### src/pbrmv_pkg.sv
// types and constants of the per-bin running statistics unit
package pbrmv_pkg;

    localparam int CFG_IDX_W = 1;
    localparam logic [CFG_IDX_W-1:0] CFG_ITERATIONS = 1'b0;
    localparam logic [CFG_IDX_W-1:0] CFG_THRESHOLD  = 1'b1;
    localparam logic [15:0] ITERATIONS_RST = 16'd1000;
    localparam logic [15:0] THRESHOLD_RST  = 16'd0;

    localparam logic CMD_ADD  = 1'b0;
    localparam logic CMD_READ = 1'b1;

    localparam logic [15:0] COUNT_MAX = 16'hFFFF;

    localparam int STEP_W = 6;
    localparam logic [STEP_W-1:0] DIV_LAST  = 6'd63;
    localparam logic [STEP_W-1:0] SQRT_LAST = 6'd31;
    localparam logic [STEP_W-1:0] MUL_LAST  = 6'd2;

    typedef struct packed {
        logic        cmd;
        logic [9:0]  bin_index;
        logic [31:0] sample_value;
    } t_in_item;

    typedef struct packed {
        logic [9:0]  echo_index;
        logic [15:0] occurrences;
        logic [31:0] mean_value;
        logic [31:0] std_dev;
        logic        std_valid;
        logic        selected;
    } t_out_item;

    typedef struct packed {
        logic [15:0] count;
        logic [47:0] mean;
        logic [63:0] sq_dev;
    } t_bin;

    typedef enum logic [3:0] {
        S_CLEAR,
        S_IDLE,
        S_READ,
        S_DECIDE,
        S_DIVM,
        S_UPD,
        S_DIFF,
        S_MUL,
        S_ACC,
        S_WRITE,
        S_STAT,
        S_DIVV,
        S_SQL,
        S_SQRT,
        S_OUT
    } t_state;

    typedef struct packed {
        logic       clr_wr;
        logic       capture;
        logic       load;
        logic       set_first;
        logic       div_mean_start;
        logic       div_step;
        logic       mean_upd;
        logic       calc_e;
        logic       mul_step;
        logic [1:0] mul_sel;
        logic       m2_upd;
        logic       wr;
        logic       div_var_start;
        logic       sqrt_load;
        logic       sqrt_step;
        logic       out_fire;
    } t_dp_cmd;

    typedef struct packed {
        logic clr_last;
        logic do_update;
        logic first;
        logic count_ge2;
    } t_dp_sts;

endpackage

### src/pbrmv_ctrl.sv
// sequencer of the per-bin statistics unit
module pbrmv_ctrl (
    input  logic               i_clk,
    input  logic               i_rst_n,
    input  logic               i_start,
    input  pbrmv_pkg::t_dp_sts i_sts,
    output pbrmv_pkg::t_dp_cmd o_cmd,
    output logic               o_busy
);
    import pbrmv_pkg::*;

    t_state r_state, n_state;
    logic [STEP_W-1:0] r_step, n_step;

    // state and step counter
    always_ff @(posedge i_clk) begin
        if (!i_rst_n) begin
            r_state <= S_CLEAR;
            r_step  <= '0;
        end else begin
            r_state <= n_state;
            r_step  <= n_step;
        end
    end

    assign n_step = (n_state != r_state) ? '0 : r_step + 1'b1;

    // next state
    always_comb begin
        n_state = r_state;
        unique case (r_state)
            S_CLEAR:  if (i_sts.clr_last) n_state = S_IDLE;
            S_IDLE:   if (i_start) n_state = S_READ;
            S_READ:   n_state = S_DECIDE;
            S_DECIDE: begin
                if (!i_sts.do_update) n_state = S_STAT;
                else if (i_sts.first) n_state = S_WRITE;
                else n_state = S_DIVM;
            end
            S_DIVM:   if (r_step == DIV_LAST) n_state = S_UPD;
            S_UPD:    n_state = S_DIFF;
            S_DIFF:   n_state = S_MUL;
            S_MUL:    if (r_step == MUL_LAST) n_state = S_ACC;
            S_ACC:    n_state = S_WRITE;
            S_WRITE:  n_state = S_STAT;
            S_STAT:   n_state = i_sts.count_ge2 ? S_DIVV : S_OUT;
            S_DIVV:   if (r_step == DIV_LAST) n_state = S_SQL;
            S_SQL:    n_state = S_SQRT;
            S_SQRT:   if (r_step == SQRT_LAST) n_state = S_OUT;
            S_OUT:    n_state = S_IDLE;
            default:  n_state = S_CLEAR;
        endcase
    end

    // datapath commands
    always_comb begin
        o_cmd = '0;
        o_cmd.mul_sel = r_step[1:0];
        unique case (r_state)
            S_CLEAR:  o_cmd.clr_wr = 1'b1;
            S_IDLE:   o_cmd.capture = i_start;
            S_READ:   o_cmd.load = 1'b1;
            S_DECIDE: begin
                o_cmd.set_first      = i_sts.do_update & i_sts.first;
                o_cmd.div_mean_start = i_sts.do_update & ~i_sts.first;
            end
            S_DIVM:   o_cmd.div_step = 1'b1;
            S_UPD:    o_cmd.mean_upd = 1'b1;
            S_DIFF:   o_cmd.calc_e = 1'b1;
            S_MUL:    o_cmd.mul_step = 1'b1;
            S_ACC:    o_cmd.m2_upd = 1'b1;
            S_WRITE:  o_cmd.wr = 1'b1;
            S_STAT:   o_cmd.div_var_start = i_sts.count_ge2;
            S_DIVV:   o_cmd.div_step = 1'b1;
            S_SQL:    o_cmd.sqrt_load = 1'b1;
            S_SQRT:   o_cmd.sqrt_step = 1'b1;
            S_OUT:    o_cmd.out_fire = 1'b1;
            default:  o_cmd = '0;
        endcase
    end

    assign o_busy = (r_state != S_IDLE);

endmodule

### config.mk
export PLATFORM = sky130hd
export DESIGN_NAME = pbrmv_ctrl
export DESIGN_NICKNAME = d
export VERILOG_FILES = /design/src/pbrmv_pkg.sv /design/src/pbrmv_ctrl.sv
export SDC_FILE = /design/constraint.sdc
export NUM_CORES = 1
export LEC_CHECK = 0
export BUFFER_PORTS_ARGS = -buffer_cell sky130_fd_sc_hd__buf_2
export CORE_MARGIN = 2
export CORE_UTILIZATION = 45
export CTS_BUF_LIST = sky130_fd_sc_hd__clkbuf_8
export CTS_CLUSTER_SIZE = 8
export DETAILED_ROUTE_END_ITERATION = 10
export HOLD_SLACK_MARGIN = 0.15
export PLACE_DENSITY = 0.77
export SLEW_MARGIN = 20
export SYNTH_ARGS = -nofsm -noshare
export SYNTH_HDL_FRONTEND = slang
export SYNTH_SLANG_ARGS = --single-unit
### constraint.sdc
create_clock -name i_clk -period 2.42 [get_ports i_clk]
set_clock_uncertainty 0.05 [all_clocks]
set_input_delay 0.484 -clock i_clk [delete_from_list [all_inputs] [get_ports i_clk]]
set_output_delay 0.484 -clock i_clk [all_outputs]
set_load 0.02 [all_outputs]
---- Word level (Yosys, flattened, before mapping) ----
Index checks and enable logic that the tools add are counted.
storage, ports and cells
  register bits after elaboration ......... 10
  input bits .............................. 7
  output and inout port bits .............. 18
  word-level logic and storage cells ...... 55
operators by class
  add/subtract/negate cells ............... 1
  equality and inequality tests ........... 19
  multiplexer cells ....................... 25
  bitwise logic cells ..................... 4
  reductions and logical operators ........ 4
operators with widths
  kind                                                                     number
  4-bit one-hot mux with 15 select lines                                   1
  4-bit two-way mux                                                        8
  4-bit equality test, second input constant                               7
  4-bit by 3-bit equality test with 1-bit output, second input constant    4
  15-bit OR reduction                                                      1
  1-bit two-way mux                                                        13
  4-bit by 2-bit equality test with 1-bit output, second input constant    2
  6-bit by 1-bit adder with 6-bit output, second input constant            1
  6-bit by 2-bit equality test with 1-bit output, second input constant    1
  6-bit by 5-bit equality test with 1-bit output, second input constant    1
  6-bit equality test, second input constant                               1
  4-bit by 1-bit equality test with 1-bit output, second input constant    1
  4-bit zero test                                                          1
  2-bit two-way mux                                                        2
  4-bit by 1-bit inequality test with 1-bit output, second input constant  1
  4-bit inequality test                                                    1
  2-bit OR reduction                                                       2
  3-bit two-way mux                                                        1
  1-bit bitwise AND                                                        2
  1-bit NOT                                                                2

---- Longest topological paths before layout ----
Gate-level depths: netlist of the first run.
  depth in word-level cells ............... 5
  mapped depth ............................ 7
  depth with buffers taken out ............ 7

---- Least setup slack after synthesis of the first run ----
OpenSTA, ideal clock, no wires.
  kind .................................... flip-flop to output port
  start point ............................. register r_state[3]
  end point ............................... output port o_cmd[15] in the netlist's numbering
  arrival ................................. 1577 ps
  slack ................................... 309 ps
  cell stages (with the launch flop) ...... 6
  buffers on the path ..................... 3
  cells stage by stage .................... dfxtp_1 clkbuf_1 buf_2 clkbuf_1 or3_1 nor2_1
RTL lines
  element                   line              source
  start: declaration        pbrmv_ctrl.sv:12  t_state r_state, n_state;
  start signal: assignment  pbrmv_ctrl.sv:21  r_state <= n_state;
  end: declaration          pbrmv_ctrl.sv:7   output pbrmv_pkg::t_dp_cmd o_cmd,

---- Worst setup path after layout of the first run ----
  start point ............................. register r_step[0]
  end point ............................... register r_step[4]
between the ends
  longest elaborated chain between the ends .. 5
  elaborated cells between the ends (all ways) .. 11
  those cells by class .................... add/sub (1); eq/ne (4); mux (5); reduce/logical (1)
RTL lines
  element                                                                 line              source
  start: declaration                                                      pbrmv_ctrl.sv:13  logic [STEP_W-1:0] r_step, n_step;
  start signal: assignment                                                pbrmv_ctrl.sv:22  r_step <= n_step;
  6-bit by 5-bit equality test with 1-bit output (tied with other cells)  pbrmv_ctrl.sv:49  S_SQRT: if (r_step == SQRT_LAST) n_state = S_OUT;
  4-bit two-way mux (on tied branches)                                    n/a
  4-bit one-hot mux with 15 select lines                                  pbrmv_ctrl.sv:31  unique case (r_state)
  4-bit inequality test                                                   pbrmv_ctrl.sv:26  assign n_step = (n_state != r_state) ? '0 : r_step + 1'b1;
  2-bit OR reduction (no source line)                                     n/a
Several ways; a longest one is shown, not always the timed one.
A chain may end at the register's enable or synchronous reset.

==> metrics.yaml, run 1 <==
vias_per_cell: 5.61
p_per_area_nw_per_um2: 510
async_flop_share: 0
setup_ws_ps: 196
cts_sinks: 10
synthMuxAreaShare: 0
hold_path_class: "reg2reg"
grt-ovfl-total: 0
first_iter_violations: 23
cts_max_level: 1
antenna_found_initial: 0
min_path_cells: 1
rr_endpoint: "r_step[4]"
yosysUniqueCellTypes: 37
root_buffer: "clkbuf_8"
finish.utilization: 0.596
setup_violations: 0
yosysSeqAreaShare: 0.242
die_h_um: 46.8
core_area_um2: 1730
r2r_cells: 7
setup.worst_path.end: "r_step[4]"
dp_slack_ps: 198
peakVddDrop_uv: 379
yosys.area.top_type_share: 0.242
synth_top_family_by_area: "simple AND/OR/NAND/NOR gates"
wire_per_inst_um: 13.0
ys_top_cells_by_count: "nor2_1, dfxtp_1, inv_1, nand2_1, a211oi_1"
dpl.hpwl_um: 1680
cts_tree: "done"
setup.worst_path.start_class: "register"
leakagePower_nw: 0.440
slew_violations: 0
start_util: 0.478
status: "complete, no violations"
gp_congestion: 0.822
grt_pass1_wl_um: 3370
synth_cells: 116
grt_pass1_vias: 797
finalCritPeriodShare: 0.919
synth_xor_xnor_area_share: 0.0424
synthAdderAreaFrac: 0.0303
drc: 0
cts_max_path_buffers: 2
synth_ff_type: "dfxtp_1"
r2r_setup_slack_ps: 200
yosysWarnings: 0
synth_compound_area_frac: 0.274
drv_cap: 0
critPathLaunch: "r_step[0]"
detail-route-antenna-nets: 0
post_cts_buffers: 0
dieWidth_um: 46.8
hold_viol: 0
synthSimpleGateAreaFrac: 0.329
rsz0062_at_grt: "true"
fmax_mhz: 450
clock_latency_ps: 240
dieArea_um2: 2190
vias: 925
antennaDiodeCount: 0
rows: 15
clk_pin_slew_worst_paths_ps: 50
tightest_slew_ps: 454
grt_max_degree: 15
yosysTopAreaCell: "dfxtp_1"
worstPathMaxFanout: 6
required_ps: 2510
ctsHoldBuffers: 0
track_usage: 0.220
numCtsBuffers: 3
avgSynthCellArea_um2: 7.12
synth_edf_count: 0
io_pins: 25
n_fill_cell: 172
tns_ps: 0
dpl.cell_count: 161
fin_crit_ps: 2220
r2r-start: "r_step[0]"
drive_gt1_frac: 0.257
max-slew-margin-rel: 0.694
drt-total-wl_um: 2140
syn_area_um2: 826
ys_ff_latch: 10
ctsResizeCount: 0
instances_no_fill: 165
crit_arrival_ps: 2320
netlist_top_cells_area: "dfxtp_1, nor2_1, a211oi_1"
syn_nets: 125
crit_type: "reg2reg"
dr.pass1.iters: 4
syn_to_final_growth_pct: 24.5
io_buffers: 24
synth.most_common_cell: "nor2_1"
cp-end-kind: "register"
nets: 150
## stage by stage
stage | hold WS (ps) | instance area (um2) | total power [mW]
2_1_floorplan | 395 | 826 | 0.280
3_3_place_gp | 430 | 973 | 0.318
3_5_place_dp | 441 | 973 | 0.320
4_1_cts | 448 | 1030 | 0.532
5_1_grt | 462 | 1030 | 0.555
6_report | 444 | 1030 | 0.525
## power breakdown
part | total [mW] | switching, mW | internal [mW]
combinational | 0.128 | 0.0794 | 0.0485
clock | 0.207 | 0.0639 | 0.143
sequential | 0.190 | 0.0162 | 0.174
total | 0.525 | 0.160 | 0.365
## worst max-delay path, cell delays in order, from the launching register on
cell and delay [ps]:
dfxtp_1 330, inv_1 100, ha_1 140, or4b_1 470, nor2_1 170, o32a_1 260
nand4_1 280, a211oi_1 330
## logic make-up (layout without fill, tap and decap cells)
kind of cell	Yosys count	in the layout
AOI/OAI and AO/OA	30	30
DFF	10	10
adders and majority gates	2	2
and+or+nand+nor	53	53
buffers and inverters	17	41
xor gates and xnor gates	4	4
## how the worst min path moves through the flow
| stage | from | endpoint |
|---|---|---|
| 3_5_place_dp | r_step[0] | r_step[0] |
| 2_1_floorplan | r_step[0] | r_step[0] |
| 3_3_place_gp | r_step[0] | r_step[0] |
| 4_1_cts | r_step[0] | r_step[0] |
| 5_1_grt | r_step[0] | r_step[0] |
| 6_report | r_step[0] | r_step[0] |
## cell type report
cell class	count	area, um2	area share
multi-input cells	89	558	0.543
flip-flops and latches	10	200	0.195
repair buffers	28	150	0.146
clock buffers	4	55.1	0.0535
inverters	9	33.8	0.0328
well taps	25	31.3	0.0304
## sequential cells by signal, summed over array words and instances, names as in the netlist
name	count
r_state	4
r_step	6
## layer usage
layer  vias up  global-route usage  wire (um)
met4         0               0.117         42
li1        472                   -          -
met3         5              0.0231         92
met2        27               0.384        998
met1       421               0.264       1000
met5         -                   0          0
## cell usage in the layout (no fill, tap or decap), types with 2 or more instances in the layout
cell | synthesis | routed
xnor2_1 | 2 | 2
nand4_1 | 3 | 3
nor2_1 | 17 | 17
nand2_1 | 9 | 9
xor2_1 | 2 | 2
o21ai_0 | 5 | 5
nand2b_1 | 4 | 4
buf_4 | 0 | 4
o31ai_1 | 3 | 3
a21oi_1 | 2 | 2
nand3_1 | 3 | 3
ha_1 | 2 | 2
buf_2 | 3 | 24
inv_1 | 9 | 9
a31oi_1 | 3 | 3
nor3_1 | 5 | 5
a211oi_1 | 7 | 7
nor4_1 | 2 | 2
clkbuf_8 | 0 | 4
dfxtp_1 | 10 | 10
or2_2 | 2 | 2
or3_1 | 2 | 2
(Power assumes the default switching activity.)
==> run 2: changes to the inputs <==
- CTS_CLUSTER_SIZE: 8 -> unset
- clock period: 2.42 -> 2.3 ns (I/O delays scaled with it)
==> metrics.yaml, run 2 (synthesis results as in run 1) <==
status: "complete, no violations"
setup_ws_ps: 130  # -65.8 ps
clk_pin_slew_worst_paths_ps: 40  # about the same
slew_violations: 0  # unchanged
cts_sinks: 10  # unchanged
nets: 150  # unchanged
grt_pass1_wl_um: 3470  # +2.8%
drive_gt1_frac: 0.273  # +0.0162
first_iter_violations: 40  # +74%
crit_type: "reg2out"
multi_input_area_um2: 572  # +2.5%
numCtsBuffers: 3  # unchanged
leakagePower_nw: 0.432  # -1.9%
post_cts_buffers: 0  # unchanged
dieArea_um2: 2190  # unchanged
cp-end-kind: "primary output"
dpl.cell_count: 161  # unchanged
seqCellArea_um2: 200  # unchanged
hold_viol: 0  # unchanged
rows: 15  # unchanged
postPlaceCellArea_um2: 973  # unchanged
peakVddDrop_uv: 324  # -14%
r2r_cells: 6  # -1
instances_no_fill: 164  # -0.61%
drc: 0  # unchanged
start_util: 0.478  # unchanged
vias_per_cell: 5.90  # +5.2%
grt-ovfl-total: 0  # unchanged
core_area_um2: 1730  # unchanged
antennaDiodeCount: 0  # unchanged
final_cell_mix: "buf_2, nor2_1, dfxtp_1, inv_1, nand2_1"
fin_area_um2: 1030  # unchanged
required_ps: 1790  # -720 ps
final_common_cell: "buf_2"
drt-total-wl_um: 2260  # +5.8%
antenna_found_initial: 0  # unchanged
worstPathMaxFanout: 11  # +5
crit_arrival_ps: 1660  # -660 ps
crit_chain: "nand2_1, nor4_1, buf_2"
setup.worst_path.start_class: "register"
largest_reg_flops: 6  # unchanged
ctsResizeCount: 0  # unchanged
drv_cap: 0  # unchanged
grt_pass1_vias: 797  # unchanged
dp_slack_ps: 98.2  # -99.4 ps
p_per_area_nw_per_um2: 497  # -2.7%
crit_slowest_cell: "dfxtp_1"
clock_latency_ps: 230  # about the same
wire_per_inst_um: 13.8  # +6.4%
setup_violations: 0  # unchanged
cts_tree: "done"
dieWidth_um: 46.8  # unchanged
dpl.hpwl_um: 1710  # +1.6%
tightest_slew_ps: 437  # -17.6 ps
cp_slowest_stage_delay_ps: 510  # +40 ps
io_buffers: 24  # unchanged
top_regs: "r_step x6, r_state x4"
fin_crit_ps: 2170
top_register: "r_step"
die_h_um: 46.8  # unchanged
vias: 967  # +4.5%
gp_congestion: 0.875  # +6.5%
cts_max_path_buffers: 2  # unchanged
max-slew-margin-rel: 0.705  # +0.0108
syn_to_final_growth_pct: 24.5  # unchanged
fmax_mhz: 461
root_buffer: "clkbuf_8"
n_fill_cell: 178  # +3.5%
detail-route-antenna-nets: 0  # unchanged
cts_max_level: 1  # unchanged
finalCritPeriodShare: 0.943
ctsHoldBuffers: 0  # unchanged
hold_path_class: "reg2reg"
grt_max_degree: 19  # +4
min_path_cells: 1  # unchanged
track_usage: 0.226  # +0.00566
total_power_uw: 511  # -2.7%
tns_ps: 0  # unchanged
dr.pass1.iters: 4  # unchanged
io_pins: 25  # unchanged
[run 2: cell types whose count changed in the layout (fill, tap and decap cells not counted), sizes merged]
| cell | before | now |
|---|---|---|
| clkbuf | 4 | 3 |
[run 2: worst max-delay path, delay by kind of cell, from the launching register on]
| kind | cells | cell delay, ps |
|---|---|---|
| buf+inv | 1 | 250 |
| flops | 1 | 510 |
| simple gates | 2 | 670 |
[run 2: final timing paths]
check / start / endpoint / slack [ps]
worst max-delay path: r_state[1] / o_cmd[13] / 130
worst min-delay path: r_step[0] / r_step[0] / 430
worst max register to register: r_step[1] / r_step[5] / 160
worst min register to register: r_step[0] / r_step[0] / 430
[run 2: per-layer routing]
metal,wire length (um),track usage,vias up
met4,61,0.150,0
met5,0,0,-
met1,957,0.283,430
met2,1030,0.351,57
li1,-,-,473
met3,208,0.0423,7
[run 2: layout make-up]
cell class                 count  share of cell area
timing repair buffer          28               0.146
clock buffer                   3              0.0401
multi-input combinational     89               0.556
sequential                    10               0.195
inverter                       9              0.0328
tap                           25              0.0304
[run 2: power by group]
| group | switching (mW) | internal, mW |
|---|---|---|
| logic | 0.0858 | 0.0525 |
| clock network | 0.0590 | 0.114 |
| registers | 0.0162 | 0.183 |
[run 2: per-stage QoR]
step	utilization	hold slack, ps
after floorplan	-	395
after global placement	0.564	409
after detailed placement	0.564	424
after CTS	0.588	428
after global routing	0.596	459
final	0.596	429
==> run 3: changes to the inputs <==
- CORE_ASPECT_RATIO: unset -> 1.2
- CTS_CLUSTER_SIZE: unset -> 8
- clock period: 2.3 -> 2 ns (I/O delays scaled with it)
==> metrics.yaml, run 3 (synthesis results as in run 1) <==
gp_congestion: 0.861  # -1.6%
detail-route-antenna-nets: 0  # unchanged
drt-total-wl_um: 2500  # +11%
cp_slowest_stage_delay_ps: 420  # -90 ps
max-slew-margin-rel: 0.714  # +0.00861
top_regs: "r_step x6, r_state x4"
hold_viol: 0  # unchanged
largest_reg_flops: 6  # unchanged
multi_input_area_um2: 646  # +13%
top_register: "r_step"
leakagePower_nw: 0.510  # +18%
antennaDiodeCount: 0  # unchanged
p_per_area_nw_per_um2: 572  # +15%
dieWidth_um: 43.1  # -8.0%
slew_violations: 0  # unchanged
drive_gt1_frac: 0.441  # +0.167
setup.worst_path.start_class: "register"
io_buffers: 24  # unchanged
die_h_um: 50.9  # +8.7%
grt-ovfl-total: 0  # unchanged
peakVddDrop_uv: 578  # +79%
antenna_found_initial: 0  # unchanged
crit_type: "reg2reg"
cp-end-kind: "register"
start_util: 0.491  # +0.0128
vias: 1010  # +4.4%
fmax_mhz: 504
clock_latency_ps: 230  # about the same
cts_tree: "done"
numCtsBuffers: 3  # unchanged
tightest_slew_ps: 427  # -9.95 ps
dpl.hpwl_um: 1750  # +2.3%
final_common_cell: "buf_2"
seqCellArea_um2: 211  # +5.6%
grt_pass1_wl_um: 3820  # +9.9%
ctsHoldBuffers: 0  # unchanged
wire_per_inst_um: 14.7  # +6.8%
total_power_uw: 699  # +37%
n_fill_cell: 133  # -25%
finalCritPeriodShare: 0.992
hold_path_class: "in2reg"
required_ps: 2090  # +300 ps
dr.pass1.iters: 4  # unchanged
nets: 162  # +8.0%
clk_pin_slew_worst_paths_ps: 50  # about the same
grt_pass1_vias: 921  # +16%
dpl.cell_count: 163  # +1.2%
track_usage: 0.226  # +0.000614
io_pins: 25  # unchanged
worstPathMaxFanout: 6  # -5
root_buffer: "clkbuf_8"
dieArea_um2: 2200  # about the same
drc: 0  # unchanged
cts_max_path_buffers: 2  # unchanged
crit_chain: "ha_4, nand4_2, or3_1, a2111o_1, a31o_4, a211oi_1"
crit_arrival_ps: 2080  # +420 ps
vias_per_cell: 5.94  # +0.76%
setup_violations: 0  # unchanged
final_cell_mix: "buf_2, buf_4, nor2_1, inv_1, nand2_1"
drv_cap: 0  # unchanged
cts_max_level: 1  # unchanged
crit_slowest_cell: "a2111o_1"
first_iter_violations: 45  # +13%
syn_to_final_growth_pct: 48.2
instances_no_fill: 170  # +3.7%
rows: 16  # +1
grt_max_degree: 19  # unchanged
core_area_um2: 1680  # -2.6%
cts_sinks: 10  # unchanged
rsz0062_at_grt: "true"
status: "complete, no violations"
fin_crit_ps: 1980
[run 3: area by class of cell]
type / count / share of cell area
clock buffers: 4 / 0.0450
inverters: 9 / 0.0297
multi-input cells: 89 / 0.528
flip-flops and latches: 10 / 0.173
well taps: 18 / 0.0184
repair buffers: 40 / 0.207
[run 3: worst max-delay path: cells and delay by family, from the launching register on]
kind,cells,cell delay (ps)
AOI/OAI and AO/OA,3,900
adders and majority gates,1,140
DFF,1,380
and+or+nand+nor,2,420
[run 3: metrics by stage]
step           area, um2  hold WS (ps)  worst slack, ps  setup TNS [ps]  utilization
2_1_floorplan        841           395             30.6               0            -
6_report            1220           424             15.6               0        0.728
3_3_place_gp        1050           487            -63.7            -360        0.623
3_5_place_dp        1050           501             -109            -610        0.623
4_1_cts             1150           420            -9.04           -20.1        0.687
5_1_grt             1220           451            -41.0            -120        0.728
[run 3: timing repair]
item / 4_1_cts / 5_1_grt
endpoints found under the setup margin: 8 / 10
pin swaps: 4 / 4
resized for setup: 10 / 18
setup buffers: 2 / 1
[run 3: layer usage]
metal | up-vias | routed length, um | track usage
met2 | 43 | 1290 | 0.408
met3 | 10 | 148 | 0.0283
met4 | 0 | 70 | 0.101
met5 | - | 0 | 0
li1 | 495 | - | -
met1 | 462 | 990 | 0.260
[run 3: worst paths after layout]
check	startpoint	cells after the start	slack, ps	endpoint
worst min register to register	r_step[0]	2	510	r_step[0]
worst min-delay path	i_rst_n	3	420	r_state[2]
worst max register to register	r_step[0]	6	20	r_step[5]
worst max-delay path	r_step[0]	6	20	r_step[5]
[run 3: where the power goes]
| part | total (mW) | internal (mW) | switching (mW) |
|---|---|---|---|
| clock network | 0.248 | 0.173 | 0.0753 |
| registers | 0.234 | 0.213 | 0.0212 |
| logic | 0.217 | 0.0963 | 0.121 |
| total | 0.699 | 0.482 | 0.217 |
